==> config.mk <==
export PLATFORM = sky130hd
export DESIGN_NAME = lpi_div
export DESIGN_NICKNAME = d
export VERILOG_FILES = /design/src/rtl/lpi_div.sv
export SDC_FILE = /design/constraint.sdc
export NUM_CORES = 1
export LEC_CHECK = 0
export ABC_AREA = 0
export BUFFER_PORTS_ARGS = -buffer_cell sky130_fd_sc_hd__buf_2
export CORE_UTILIZATION = 45
export DETAILED_ROUTE_END_ITERATION = 6
export GPL_TIMING_DRIVEN = 0
export HOLD_SLACK_MARGIN = 0.15
export PLACE_DENSITY = 0.7
export SYNTH_ARGS = -nofsm -noshare
export SYNTH_HDL_FRONTEND = slang
export SYNTH_SLANG_ARGS = --single-unit
==> constraint.sdc <==
create_clock -name clk -period 4.1 [get_ports clk]
set_input_delay 0.82 -clock clk [delete_from_list [all_inputs] [get_ports clk]]
set_output_delay 0.82 -clock clk [all_outputs]
set_load 0.05 [all_outputs]
==> src/rtl/lpi_div.sv <==
module lpi_div (
	input  logic        clk,
	input  logic        arst_n,
	input  logic        start,
	input  logic [63:0] num,
	input  logic [31:0] den,
	output logic        done,
	output logic [63:0] quo
);

	logic        busy_q;
	logic [6:0]  cnt_q;
	logic [31:0] rem_q;
	logic [63:0] quo_q;
	logic [31:0] den_q;
	logic        done_q;
	logic [32:0] trial;
	logic [32:0] diff;
	logic        take;

	// form one quotient bit per cycle
	assign trial = {rem_q, quo_q[63]};
	assign diff  = trial - {1'b0, den_q};
	assign take  = (trial >= {1'b0, den_q});

	// control of the iteration
	always_ff @(posedge clk or negedge arst_n) begin
		if (!arst_n) begin
			busy_q <= 1'b0;
			cnt_q  <= '0;
			done_q <= 1'b0;
		end else begin
			done_q <= 1'b0;
			if (start) begin
				busy_q <= 1'b1;
				cnt_q  <= '0;
			end else if (busy_q) begin
				cnt_q <= cnt_q + 7'd1;
				if (cnt_q == 7'd63) begin
					busy_q <= 1'b0;
					done_q <= 1'b1;
				end
			end
		end
	end

	// shift numerator through, collect quotient bits
	always_ff @(posedge clk) begin
		if (start) begin
			rem_q <= '0;
			quo_q <= num;
			den_q <= den;
		end else if (busy_q) begin
			rem_q <= take ? diff[31:0] : trial[31:0];
			quo_q <= {quo_q[62:0], take};
		end
	end

	assign done = done_q;
	assign quo  = quo_q;

endmodule

* Word level (Yosys, flattened, before mapping)
Cells that the tools add are included.
** Word-level totals
- Register bits :: 137
- Word-level logic and storage cells :: 22
- Output and inout bits :: 65
** Cells by class
- Add/subtract/negate cells :: 2
- Equal/unequal tests :: 1
- Reduce and logical (&&, ||, !) cells :: 1
- Magnitude comparators :: 1
- Mux-type cells :: 11
** Operators by type and width (count)
- 2-to-1 mux 64 bit :: 2
- greater-or-equal comparator 33 x 32 -> 1 bit :: 1
- 2-to-1 mux 32 bit :: 1
- subtractor 32 bit :: 1
- 2-to-1 mux 7 bit :: 2
- adder 7 x 1 -> 7 bit, second input constant :: 1
- equality test 7 x 6 -> 1 bit, second input constant :: 1
- 2-to-1 mux 1 bit :: 6
- nonzero test 2 bit :: 1

* Logic depth before layout (Yosys ltp)
- Word-level depth :: 4
- Depth in mapped cells :: 13
- Depth with buffers taken out :: 11

* Least setup slack after synthesis
OpenSTA, ideal clock, no wires.
- Kind :: register to register
- Start point :: register quo_q[63], in the netlist quo[63]
- End point :: register rem_q[0]
- Setup slack :: 1.250 ns
- Required time :: 4.014 ns
- Arrival time :: 2.765 ns
- Stages on the path, launching flop included :: 12
- Buffers on the path :: 1
- Cells stage by stage :: edfxtp_1 > inv_1 > ha_1 > nor2b_1 > o21bai_1 > a211oi_1 > or4b_4 > a31oi_4 > o21a_1 > buf_6 > mux2_2 > a211oi_1
** Between the ends
- Word-level cells in the longest chain between the ends :: 2
- Elaborated cells on any way between the ends :: 3
** RTL lines
- start: declaration :: RTL line 14 : logic [63:0] quo_q;
- start signal: assignment :: RTL line 51 : quo_q <= num;
- start signal: assignment :: RTL line 55 : quo_q <= {quo_q[62:0], take};
- subtractor 32 bit / greater-or-equal comparator 33 x 32 -> 1 bit (equally long branches) :: RTL line 23, 24
- 2-to-1 mux 32 bit * :: RTL line 54 : rem_q <= take ? diff[31:0] : trial[31:0];
- end signal: assignment :: RTL line 54
- end: declaration :: RTL line 13 : logic [31:0] rem_q;
Every way passes the cells marked *; elsewhere a longest branch is shown, timed or not.
A chain may end at the register's enable or synchronous reset.

* Worst setup path in the final report
- Start point :: input port start
- End point :: register quo_q[14], in the netlist quo[14], enable pin
** Between the ends
- Word-level cells in the longest chain between the ends :: 1
** RTL lines
- start: declaration :: RTL line 4 : input logic start,
- nonzero test 2 bit (no line)
No other way between the ends.

==> summary.txt <==
OUTCOME
---------------------------------------------------------------------------------
Result of the run                                                    finished, final reports clean

WORST SETUP PATH
---------------------------------------------------------------------------------
Largest driver fanout on the critical path                                     35
Capture instance of the worst register-to-register path              rem_q[0]$_SDFFE_PP0P_
Required time worst endpoint                                              4270 ps
Endpoint arrival time on the critical path                                3570 ps
Setup crit end kind                                                      register
Kind of critical path                                                input port to register
Worst R2R Start                                                      den_q[16]$_DFFE_PP_
Startpoint type of the worst setup path                                input port
Worst R2R Path Depth                                                           11
Reg2Reg Setup Slack                                                        860 ps

YOSYS
---------------------------------------------------------------------------------
Area contributors post-synth                                         edfxtp_1, mux2_2, dfxtp_1, ha_1, nand2_1
Net count after synthesis                                                     790
Instance count of the mapped netlist                                          657
Share of Yosys cell area claimed by the top area cell type                 38.98%
Synthesized area                                                         7395 um2
Top FF cell, synth                                                       edfxtp_1
Number of enable flip-flop cells after synthesis                               96
Register area share after synthesis                                        50.69%
Distinct cell type count of the synthesized netlist                            62
Ys async rst share                                                         6.569%
Average cell area after synthesis                                       11.26 um2
Count of synthesis-stage warnings from yosys                                    0
FF+latch count, synth                                                         137
Cell taking the most area after synthesis                                edfxtp_1

CELLS AND AREA
---------------------------------------------------------------------------------
P&R area growth vs syn                                                     23.42%
Area occupied by multi-input gates                                       3346 um2
Final instance area                                                      9126 um2
Share of layout cells above drive strength 1                               33.53%
Leading cell type in the layout, fill and taps excluded                     buf_2
Ant diodes                                                                      0
Number of filler instances in the final layout                               1400
Commonest non-fill, non-tap cells in the layout                      buf_2, edfxtp_1, nand2_1
Fraction of the core area covered by cells at the end of the flow          57.24%
Cell Count, Final, Fillers Out                                               1069
Layout Nets                                                                   973
Sequential cell area                                                     3749 um2

ROUTE
---------------------------------------------------------------------------------
Number of remaining DRC errors                                                  0
Antenna violation net count after detailed routing                              0
Detailed-route via count                                                     5812
Detailed Route Iter0 Violations                                               347
Vias per cell                                                               5.437
First-pass DRT Iterations                                                       5
Total detailed-routing wirelength                                        18.88 mm
Final routed wire length divided by cell count                           17.66 um

GRT
---------------------------------------------------------------------------------
First-pass GRT wire length                                               29.39 mm
GR Overflow Total                                                               0
Initial antenna violation count                                                 2
Number of global-route vias before repair                                    5750
Largest net degree at the start of global routing                              36
Aggregate global-route resource usage                                      23.22%

PLACEMENT
---------------------------------------------------------------------------------
IO Port Bufs                                                                  163
Cell Count Post-Placement                                                    1037
Hpwl dp                                                                  13.79 mm
Placement Cell Area                                                      8501 um2
Global placement routability congestion                                    0.8850

TIMING
---------------------------------------------------------------------------------
Final clock period utilization by the worst path                           83.03%
Final critical delay including setup and external delays                  3404 ps
Unrepaired setup endpoints after global routing                             false
Worst slew margin                                                          31.97%
Max Clock Freq                                                         0.2938 GHz
Clock skew                                                               10.84 ps
Final hold viol count                                                           0
Max-slew violations                                                             0
Slew at the pin closest to its max-slew limit                             1017 ps
Setup-failing EPs final                                                         0

JOB
---------------------------------------------------------------------------------
Maximum capacitance violations                                                  0

CLOCKING
---------------------------------------------------------------------------------
Clock tree sinks                                                              137
Cells resized by post-CTS repair                                                0
Clock Tree Root                                                         clkbuf_16
CTS Hold Bufs                                                                   0
TritonCTS Buffers                                                              17
Source-to-sink clock delay at the later pin of the worst-skew pair         430 ps
Post-CTS setup buffer count                                                     0
Clock transition at the registers of the reported paths                     70 ps
Clock tree from TritonCTS                                                     yes
Deepest level of the CTS H-tree                                                 4
Buffer levels on the longest clock path                                         2

POWER
---------------------------------------------------------------------------------
VDD IR max                                                            0.0003355 V
Leak                                                                  0.003909 uW
Sum of internal, switching and leakage power                              4029 uW
PD cells                                                             441.5 nW/um2

FLOORPLAN
---------------------------------------------------------------------------------
Die Width                                                                130.2 um
Die area                                                                16950 um2
Height of the die                                                        130.2 um
Ports placed on the boundary                                                  164
Initial standard-cell utilization of the core                              46.38%
Placeable core area                                                     15940 um2
Cell Rows                                                                      46

WORST HOLD PATH
---------------------------------------------------------------------------------
Min-delay worst type                                                 input port to asynchronous set/reset pin

==> metal layers <==
metal  wire length [um]  GRT usage [%]  vias up
met1               7928          27.83     2787
met2               9173          38.64      190
met4                333          8.482        2
li1                   -              -     2810
met3               1428          7.913       23
met5                 17              0        -
==> cells by family after synthesis <==
| group | after synthesis | synth area share (%) |
|---|---|---|
| and+or+nand+nor | 165 | 10.52 |
| AOI/OAI and AO/OA | 149 | 14.64 |
| DFF | 137 | 50.69 |
| buffers and inverters | 71 | 4.061 |
| muxes | 70 | 10.56 |
| adders and majority gates | 34 | 5.855 |
| xor gates and xnor gates | 31 | 3.672 |
==> worst max-delay path, cell delays in order <==
cell      delay [ps]
buf_2            360
nor2_1           890
clkbuf_1         630
inv_2            510
buf_12           320
==> power breakdown <==
part           internal [uW]  switching (uW)
clock                    933             680
sequential              1600            56.6
combinational            253             504
==> Yosys cell counts (all sizes together), types with 4 or more instances <==
cell type	n
mux2	64
clkbuf	26
nand3	7
ha	33
nor2b	4
mux2i	6
nor2	41
o21a	10
inv	36
and2	4
o211ai	11
o21bai	4
a32oi	9
nand4	9
buf	9
and3	8
a21o	11
nand2b	6
a21oi	29
dfrtp	9
o21ai	27
a311oi	15
o31ai	6
dfxtp	32
a211oi	4
edfxtp	96
xnor2	17
nand2	68
xor2	14
a31oi	7
==> through the flow <==
stage / hold slack [ps] / worst slack [ps] / setup TNS [ps]
6_report: 233.7 / 695.8 / 0
3_5_place_dp: 479.3 / 231.2 / 0
4_1_cts: 226.0 / 696.9 / 0
3_3_place_gp: 477.3 / -631.6 / -40130
5_1_grt: 225.9 / 571.3 / 0
2_1_floorplan: 450.7 / 1250 / 0
==> worst max-delay path by stage <==
stage	start	to	slack, ps	cells after the start
3_5_place_dp	start	quo[17]$_DFFE_PP_	230	5
4_1_cts	start	quo[14]$_DFFE_PP_	700	5
5_1_grt	start	quo[31]$_DFFE_PP_	570	5
3_3_place_gp	start	quo[21]$_DFFE_PP_	-630	4
6_report	start	quo[14]$_DFFE_PP_	700	5
2_1_floorplan	quo[63]$_DFFE_PP_	rem_q[0]$_SDFFE_PP0P_	1250	11
==> registers in the layout (all words and copies together), names as in the netlist <==
name,count
done,1
rem_q,32
den_q,32
quo,64
busy_q,1
cnt_q,7
==> layout make-up <==
type                    instances  share of cell area [%]
flip-flops and latches        137                   41.07
multi-input cells             449                   36.66
repair buffers                164                   9.158
clock buffers                  17                   4.661
well taps                     216                   2.961
clock inverters                15                   2.194
plain buffers                  35                   1.810
inverters                      36                   1.481
(Power assumes the default switching activity.)
