## config.mk

```make
export PLATFORM = sky130hd
export DESIGN_NAME = lpi_ram
export DESIGN_NICKNAME = d
export VERILOG_FILES = /design/src/rtl/lpi_ram.sv
export SDC_FILE = /design/constraint.sdc
export NUM_CORES = 1
export LEC_CHECK = 0
export BUFFER_PORTS_ARGS = -buffer_cell sky130_fd_sc_hd__clkbuf_2
export CAP_MARGIN = 15
export CORE_MARGIN = 1
export CORE_UTILIZATION = 40
export CTS_CLUSTER_SIZE = 30
export DETAILED_ROUTE_END_ITERATION = 16
export PLACE_DENSITY = 0.64
export SYNTH_ARGS = -nofsm -noshare
export SYNTH_HDL_FRONTEND = slang
export SYNTH_SLANG_ARGS = --single-unit
export TNS_END_PERCENT = 1
```

## constraint.sdc

```tcl
create_clock -name clk -period 2.5 [get_ports clk]
set_clock_uncertainty 0.05 [all_clocks]
set_input_delay 0.375 -clock clk [delete_from_list [all_inputs] [get_ports clk]]
set_output_delay 0.375 -clock clk [all_outputs]
set_load 0.05 [all_outputs]
```

## src/rtl/lpi_ram.sv

```systemverilog
module lpi_ram #(
	parameter int WIDTH = 8,
	parameter int DEPTH = 16
) (
	input  logic                     clk,
	input  logic                     we,
	input  logic [$clog2(DEPTH)-1:0] addr,
	input  logic [WIDTH-1:0]         wdata,
	output logic [WIDTH-1:0]         rdata
);

	logic [WIDTH-1:0] mem [DEPTH];

	// write or read one entry a cycle, read data registered
	always_ff @(posedge clk) begin
		if (we) begin
			mem[addr] <= wdata;
		end
		rdata <= mem[addr];
	end

endmodule

```

# After elaboration in Yosys (flattened, before gate mapping)

Memories as Yosys holds them, arrays and structs flattened. A register that Yosys moved wholly into a read port is not among the register bits.
Index checks and enable logic that the tools add are counted.

Memories: 1
Word-level logic and storage cells: 3
Bits of input ports: 14
Flip-flop bits (word level): 0
Output and inout bits: 8
Bits in writable memories: 128

Muxes and demuxes: 2

Memories:

| memory | words | bits a word | rd ports | clocked after memory_dff | write ports | RTL line | RTL |
|---|---|---|---|---|---|---|---|
| mem    | 16    | 8           | 1        | 1                        | 1           | 12       | `logic [WIDTH-1:0] mem [DEPTH];` |

Operators by type and width:

| operator | count |
|---|---|
| $mux 1   | 2 |

# Longest topological paths before layout

Gate-level depths: netlist (run 1).

Depth after elaboration: 2
Mapped depth: 5
Mapped depth without buffers: 3

# Worst setup path after synthesis (run 1)

Ideal clock, no wire load.

Kind: in2reg
Start: input addr[2]
End: memory mem[0][0], enable pin
Data required time: 2.067 ns
Data arrival time: 1.485 ns
Library setup time: 0.383 ns
Stages: 2
Path slack: 0.582 ns
Path buffers: 0
Cell sequence: or3b_2 nor3_1

RTL lines:

| item            | RTL line | RTL |
|---|---|---|
| start, declared | 7        | `input logic [$clog2(DEPTH)-1:0] addr,` |
| end, declared   | 12       |  |

No word-level cell before the write port.

==> results of run 1 <==
## worst paths after layout
kind	endpoint	slack [ns]	cells after the start	start
worst max-delay path	rdata[0]	0.88	5	addr[0]
worst min-delay path	mem[8][7]	0.35	1	wdata[7]
worst max register to register	rdata[1]	1.10	3	mem[2][1]
worst min register to register	rdata[4]	0.64	3	mem[12][4]
## report_power, final
group	internal, W	switching [W]	total (W)
sequential	0.00255	0.0000179	0.00257
combinational	0.000102	0.000182	0.000283
clock	0.00176	0.000893	0.00265
## state kept, by name (all words and copies together), names as in the netlist
signal	flops
rdata	8
mem	128
## synthesized netlist by cell type
cell | count | area share, %
nor2b_1 | 2 | 0.25
nor3_1 | 4 | 0.40
nor2_1 | 13 | 0.96
and2_1 | 1 | 0.12
nand3b_1 | 2 | 0.30
nand2b_1 | 2 | 0.25
clkbuf_1 | 2 | 0.15
buf_1 | 4 | 0.30
clkbuf_2 | 1 | 0.099
mux4_2 | 32 | 14
edfxtp_1 | 128 | 76
nand2_1 | 9 | 0.67
a22oi_1 | 16 | 2.4
nand3_1 | 1 | 0.099
buf_2 | 2 | 0.20
dfxtp_1 | 8 | 3.2
or3b_2 | 1 | 0.17
buf_6 | 2 | 0.44
## cells by family (layout without fill, tap and decap cells)
group / count (synthesis) / count (layout)
buffers and inverters: 11 / 75
AND/OR/NAND/NOR: 35 / 35
flip-flops: 136 / 136
AO/OA/AOI/OAI: 16 / 16
multiplexers: 32 / 32
## layer usage
metal / wire (um) / GRT usage (%) / share of wire (%)
met1: 3950 / 18.9 / 43
met2: 4830 / 25.9 / 52
met3: 282 / 4.71 / 3.1
met4: 139 / 6.93 / 1.5
met5: 0 / 0 / 0
## stage by stage
stage          hold slack (ns)  power [W]  setup WS (ns)  instance area, um2  util (%)
2_1_floorplan            0.424    0.00279          0.582                5070         -
3_3_place_gp             0.610    0.00289          0.499                5500      45.2
3_5_place_dp             0.621    0.00290          0.450                5500      45.2
6_report                 0.348    0.00550          0.883                6130      50.4
4_1_cts                  0.346    0.00554          0.877                6130      50.4
5_1_grt                  0.369    0.00566          0.800                6130      50.4
## area by class of cell
type | instances | area (um2) | share of cell area (%)
Timing Repair Buffer | 43 | 283 | 4.61
Clock inverter | 14 | 205 | 3.34
Clock buffer | 18 | 429 | 7.00
Multi-Input combinational cell | 83 | 1000 | 16.4
Tap cell | 168 | 210 | 3.43
Sequential cell | 136 | 4000 | 65.3
==> key figures, run 1 <==
CTS
  • Sink Count: 136
  • Hold-fix buffers at CTS: 0
  • Num CTS Buffers: 17
  • Post-CTS Setup Repair Bufs: 0
  • Cts repair resizes: 0
  • Clock transition at path regs: 0.06 ns
  • CTS tree: built
  • H-tree lvl count: 4
  • Max Root-Sink Buffers: 2
  • Root Driver: clkbuf_16
  • Clk_lat worst skew: approximately 0.41 ns

Floorplanning
  • Die height: 115 um
  • Die width: 115 um
  • Initial Utilization: 41.7%
  • Die ar.: 13100 um2
  • # rows: 40
  • IO Count: 22
  • Core ar.: roughly 12000 um2

Final layout
  • Non-filler cells in the finished layout: 462
  • Most common cell after layout, fill and taps aside: edfxtp_1
  • N_diodes: 0
  • Fillcell total: 967
  • Ratio of cells with drive above 1 in the final layout: 36.1%
  • NumNets Final: 295
  • P&R area growth vs syn: 21.1%
  • Most frequent cells in the layout: edfxtp_1, mux4_2, clkbuf_2, buf_4, clkbuf_16

Routing
  • DR vias/cell: 5.11
  • Post-Route WL: ~9200 um
  • Via Count: approximately 2400
  • Iteration-0 DRC Markers: 226
  • TritonRoute pass-1 iters: 4
  • Average wire per standard cell: ~20 um
  • Detailed-route DRC error count: 0
  • Antenna Violating Nets Remaining: 0

Yosys
  • Synth Area in Compound Gates: ~2.4%
  • Yosys warning count: 0
  • Sequential fraction of the synthesis area: 79.0%
  • Simple-Gate Fraction of Synth Area: 3.21%
  • Syn Inst Count: 230
  • Distinct cells, synth: 18
  • FF+latch count, synth: 136
  • Multiplexer share of the synthesized area: 14.2%
  • Mapped Area: 5070 um2
  • Synth Area in XOR/XNOR: 0%
  • Main combinational cell family by area after synthesis: multiplexers
  • Adder-Cell Fraction of Synth Area: 0%
  • Syn Nets: 244
  • Synthesized area per cell: 22.0 um2

Global routing
  • All-Layer GR Usage: 15.6%
  • Antenna violations before repair: 0
  • Largest net degree at the start of global routing: 26
  • Grt ovf: 0
  • Global-route wire length before repair: 14300 um
  • Vias in the first global route: 2485

Critical path
  • CP delay by family, top: buffers and inverters
  • Critical path startpoint category: primary input
  • Type of destination of the critical path: flip-flop
  • WP buf/inv: 2
  • Crit-path max FO: 12
  • Worst EP required: approximately 2.7 ns
  • Crit path largest cell delay: 0.55 ns
  • Crit path max-delay cell type: mux4_2
  • Worst path arrival time: 1.85 ns
  • WS Path Type: primary input to flip-flop
  • Critical Path, Cell by Cell: clkbuf_2 -> buf_4 -> mux4_2 -> a22oi_1 -> nand2_1

Placement
  • HPWL after DPL: around 6300 um
  • RePlAce Congestion: 0.755
  • Inst Count DP: 430
  • Port-buffer cells: 21

Pwr
  • Pwr per Cell Area: between 800 and 900 nW/um2
  • Pleak: roughly 2 nW
  • Peak supply drop: 588 uV

STA
  • Setup TNS: 0 ns
  • RSZ-0062 raised after global routing: false
  • Fmax achieved: 618 MHz
  • Period minus WS final: 1.62 ns
  • Max-slew violation count: 0
  • Worst rel slew slack: 55.2%
  • Finish-stage setup viols: 0
  • Worst-Margin Slew: 0.670 ns
  • Final Hold Fails: 0
  • Part of the cycle the worst path needs: approximately two thirds

Status
  • Status: completed

Min path
  • Tightest Hold Check Type: primary input to flip-flop

Job
  • Number of max-cap violations: 0
Power figures use the tool's default switching activity.
==> run 2: changes to the inputs <==
Settings changed: PLACE_DENSITY 0.64 to 0.66.
Clock period 2.5 ns to 1.3 ns, I/O delays scaled along.
==> key figures, run 2 (synthesis gave the netlist of run 1 again) <==
Status
  • Status: finished, violations left
  • Failing checks: setup timing

Final layout
  • Fillcell total: 930
  • Non-filler cells in the finished layout: 477
  • P&R area growth vs syn: 29.8%
  • Most frequent cells in the layout: edfxtp_1, mux4_2, buf_4
  • Most flops, register: mem
  • Ratio of cells with drive above 1 in the final layout: 47.2%
  • Max FFs per register: 128
  • Top Registers: mem: 128 flops, rdata: 8 flops
  • N_diodes: 0
  • Most common cell after layout, fill and taps aside: edfxtp_1
  • NumNets Final: 310

CTS
  • Num CTS Buffers: 17
  • Clk_lat worst skew: 0.41 ns
  • H-tree lvl count: 4
  • Clock transition at path regs: about 0.05 ns
  • Root Driver: clkbuf_16
  • Max Root-Sink Buffers: 2
  • Post-CTS Setup Repair Bufs: 0
  • CTS tree: built
  • Sink Count: 136

STA
  • Worst-Margin Slew: approximately 0.9 ns
  • Final WS setup: -0.0641 ns
  • Final Hold Fails: 0
  • Final Hold Slack: 0.175 ns
  • Part of the cycle the worst path needs: 105%
  • Period minus WS final: between 1 and 1.5 ns
  • Finish-stage setup viols: 6
  • RSZ-0062 raised after global routing: true
  • Worst rel slew slack: about two fifths
  • Max-slew violation count: 0
  • Fmax achieved: 733 MHz
  • Setup TNS: -0.146 ns

Global routing
  • Grt ovf: 0
  • Global-route wire length before repair: 15700 um
  • All-Layer GR Usage: between 10% and 20%
  • Vias in the first global route: 2596
  • Largest net degree at the start of global routing: 22
  • Antenna violations before repair: 0

Floorplanning
  • # rows: 40
  • IO Count: 22
  • Initial Utilization: 41.7%
  • Die width: 115 um
  • Die ar.: 13100 um2
  • Core ar.: 12200 um2
  • Die height: 115 um

Routing
  • Post-Route WL: 10100 um
  • DR vias/cell: 5.21
  • Via Count: 2486
  • Iteration-0 DRC Markers: 279
  • TritonRoute pass-1 iters: 4
  • Average wire per standard cell: around 21 um
  • Antenna Violating Nets Remaining: 0
  • Detailed-route DRC error count: 0

Critical path
  • Worst path arrival time: between 1.5 and 2 ns
  • FF-to-FF Start: mem[15][3]
  • Crit-path max FO: 1
  • Crit path launch: mem[15][3]
  • WS Path Type: flip-flop to flip-flop
  • RR Endpoint: rdata[3]
  • Worst EP required: 1.53 ns
  • Type of destination of the critical path: flip-flop
  • Worst R2R Setup Slack: -0.06 ns
  • R2r worst-path depth: 3
  • Crit path to: rdata[3]
  • Critical path startpoint category: flip-flop

Pwr
  • Pwr per Cell Area: around 1500 nW/um2
  • Peak supply drop: about 900 uV
  • Pleak: 2.16 nW

Job
  • Number of max-cap violations: 0

Placement
  • HPWL after DPL: 6690 um
  • RePlAce Congestion: 0.730
  • Inst Count DP: approximately 450
  • Port-buffer cells: 21

Min path
  • Tightest Hold Check Type: primary input to flip-flop
==> run 2: power by group <==
| group | switching [W] | internal (W) | leakage (nW) |
|---|---|---|---|
| logic | 0.000416 | 0.000266 | 0.656 |
| clock network | 0.00160 | 0.00291 | 0.283 |
| registers | 0.0000294 | 0.00491 | 1.22 |
| total | 0.00205 | 0.00808 | 2.16 |
==> run 2: per-stage QoR <==
step           worst slack, ns  util [%]  power, W  area [um2]
6_report               -0.0641      54.1    0.0101        6580
5_1_grt                -0.0986      54.1    0.0104        6580
4_1_cts                -0.0562      54.0    0.0102        6570
3_5_place_dp            -0.414      48.9   0.00569        5950
3_3_place_gp            -0.371      48.9   0.00568        5950
2_1_floorplan           -0.103         -   0.00540        5200
==> run 2: worst max-delay path, stage by stage (launching register included) <==
cell	delay, ns
edfxtp_1	0.36
mux4_2	0.53
a22oi_2	0.19
nand2_1	0.11
==> run 2: repair_timing <==
item	in CTS	in global routing
pin swaps	8	4
hold endpoints to repair	0	0
hold buffers	0	0
endpoints found under the setup margin	10	8
resized for setup	10	2
==> run 2: layout make-up <==
| cell class | instances | area, um2 | area share, % |
|---|---|---|---|
| timing repair buffer | 58 | 601 | 9.13 |
| tap | 168 | 210 | 3.20 |
| sequential | 136 | 4000 | 60.9 |
| clock inverter | 1 | 5.00 | 0.0761 |
| clock buffer | 31 | 569 | 8.66 |
| multi-input combinational | 83 | 1190 | 18.0 |
==> run 2: how the worst min path moves through the flow <==
stage	slack, ns	depth (start not counted)	from	to
floorplan	0.24	0	wdata[0]	mem[0][0]
global placement	0.59	1	wdata[0]	mem[8][0]
detailed placement	0.62	1	wdata[5]	mem[15][5]
CTS	0.17	1	wdata[0]	mem[9][0]
global route	0.20	1	wdata[5]	mem[15][5]
finish	0.18	1	wdata[0]	mem[9][0]
==> run 2: layer usage <==
layer,track usage (%),up-vias,wire (um)
li1,-,1094,-
met1,24.6,1295,4380
met2,26.1,87,4870
met3,4.50,10,772
met4,7.27,0,104
met5,0,-,0
==> run 3: changes to the inputs <==
Settings changed: PLACE_DENSITY 0.66 to not set.
==> key figures, run 3 (synthesis gave the netlist of run 1 again) <==
Critical path
  • RR Endpoint: rdata[5]
  • WS Path Type: flip-flop to flip-flop
  • Critical path startpoint category: flip-flop
  • FF-to-FF Start: mem[3][5]
  • Worst EP required: 1.54 ns
  • Crit path to: rdata[5]
  • WP buf/inv: 0
  • Type of destination of the critical path: flip-flop
  • Stages on worst setup path: 3
  • Crit path largest cell delay: a little under 0.5 ns
  • Crit-path max FO: 1
  • Worst R2R Setup Slack: -0.006 ns
  • Crit path max-delay cell type: mux4_2
  • Worst path arrival time: around 1.6 ns
  • R2r worst-path depth: 3
  • Critical Path, Cell by Cell: mux4_2 -> a22oi_2 -> nand2_1
  • Crit path launch: mem[3][5]
  • CP delay by family, top: multiplexers

Status
  • Failing checks: setup timing
  • Status: finished, violations left

Final layout
  • Most common cell after layout, fill and taps aside: edfxtp_1
  • Max FFs per register: 128
  • Top Registers: mem: 128 flops, rdata: 8 flops
  • P&R area growth vs syn: 30.0%
  • Ratio of cells with drive above 1 in the final layout: between 40% and 50%
  • Fillcell total: a little over 900
  • Most frequent cells in the layout: edfxtp_1, mux4_2, buf_12
  • N_diodes: 0
  • Most flops, register: mem
  • NumNets Final: 306
  • Final Cell Area: 6590 um2

STA
  • Period minus WS final: 1.31 ns
  • Final Hold Slack: 0.172 ns
  • Max-slew violation count: 0
  • Worst-Margin Slew: 0.947 ns
  • Fmax achieved: 765 MHz
  • Final Hold Fails: 0
  • Part of the cycle the worst path needs: 100%
  • Worst rel slew slack: 36.7%
  • RSZ-0062 raised after global routing: true
  • Finish-stage setup viols: 1
  • Final WS setup: -0.00642 ns

Floorplanning
  • Die width: between 100 and 150 um
  • Die height: approximately 110 um
  • # rows: 40
  • Core ar.: 12200 um2
  • IO Count: 22
  • Die ar.: between 10000 and 15000 um2
  • Initial Utilization: 41.7%

Pwr
  • Power Total: 0.0102 W
  • Pwr per Cell Area: between 1500 and 2000 nW/um2
  • Pleak: 2.16 nW
  • Peak supply drop: ~1600 uV

Global routing
  • Antenna violations before repair: 1
  • Vias in the first global route: 2596
  • Grt ovf: 0
  • Largest net degree at the start of global routing: 20
  • All-Layer GR Usage: 17.4%
  • Global-route wire length before repair: between 15000 and 20000 um

CTS
  • Sink Count: 136
  • Hold-fix buffers at CTS: 0
  • H-tree lvl count: 4
  • CTS tree: built
  • Num CTS Buffers: 17
  • Clock transition at path regs: ~0.05 ns
  • Root Driver: clkbuf_16
  • Clk_lat worst skew: 0.41 ns
  • Max Root-Sink Buffers: 2
  • Post-CTS Setup Repair Bufs: 0

Placement
  • Post-DP Area: 5940 um2
  • RePlAce Congestion: 0.737
  • HPWL after DPL: between 6000 and 7000 um
  • Pre-CTS WS: -0.435 ns
  • Port-buffer cells: 21

Routing
  • Antenna Violating Nets Remaining: 0
  • Detailed-route DRC error count: 0
  • Average wire per standard cell: around 21 um
  • TritonRoute pass-1 iters: 4
  • Via Count: 2452
  • Iteration-0 DRC Markers: between 150 and 200
  • Post-Route WL: 10100 um
  • DR vias/cell: 5.18

Min path
  • Hold Path Cell Cnt: 1
  • Tightest Hold Check Type: primary input to flip-flop

Job
  • Number of max-cap violations: 0
## run 3: worst min-delay path by stage
stage                      to       start  slack [ns]
CTS                 mem[0][0]    wdata[0]        0.18
global placement    mem[5][7]    wdata[7]        0.56
floorplan           mem[0][0]    wdata[0]        0.24
detailed placement   rdata[1]  mem[15][1]        0.61
global route        mem[1][6]    wdata[6]        0.20
finish              mem[1][6]    wdata[6]        0.17
## run 3: what timing repair did
| action | in CTS | in global routing |
|---|---|---|
| pin swaps | 6 | 1 |
| endpoints found under the setup margin | 13 | 9 |
| gates resized for setup | 13 | 5 |
| hold endpoints to repair | 0 | 0 |
## run 3: cell type report
cell class / instances / area [um2] / area share, %
Multi-Input combinational cell: 83 / 1190 / 18.1
Clock buffer: 22 / 474 / 7.20
Tap cell: 168 / 210 / 3.19
Clock inverter: 10 / 100 / 1.52
Sequential cell: 136 / 4000 / 60.8
Timing Repair Buffer: 54 / 603 / 9.16
## run 3: stage by stage
step / instances / util, % / setup TNS, ns
floorplan: 230 / - / -8.37
detailed placement: 441 / 48.8 / -35.05
global placement: 441 / 48.8 / -33.23
CTS: 473 / 54.0 / -0.0606
finish: 473 / 54.1 / -0.00642
global route: 473 / 54.1 / -0.275
## run 3: power breakdown
part           leakage (nW)  switching [W]  internal, W
clock                 0.285        0.00163      0.00294
combinational         0.647       0.000410     0.000277
sequential             1.22      0.0000342      0.00491
total                  2.16        0.00207      0.00812
## run 3: routing by layer
| layer | vias up | track usage, % | wire [um] |
|---|---|---|---|
| li1 | 1086 | - | - |
| met1 | 1297 | 23.0 | 4510 |
| met2 | 54 | 27.3 | 5050 |
| met3 | 13 | 4.76 | 397 |
| met4 | 2 | 7.27 | 117 |
| met5 | - | 0 | 16 |
## run 3: worst reg2reg max path, cell delays in order (launching register included)
cell	delay [ns]
edfxtp_1	0.36
mux4_2	0.49
a22oi_2	0.22
nand2_1	0.07
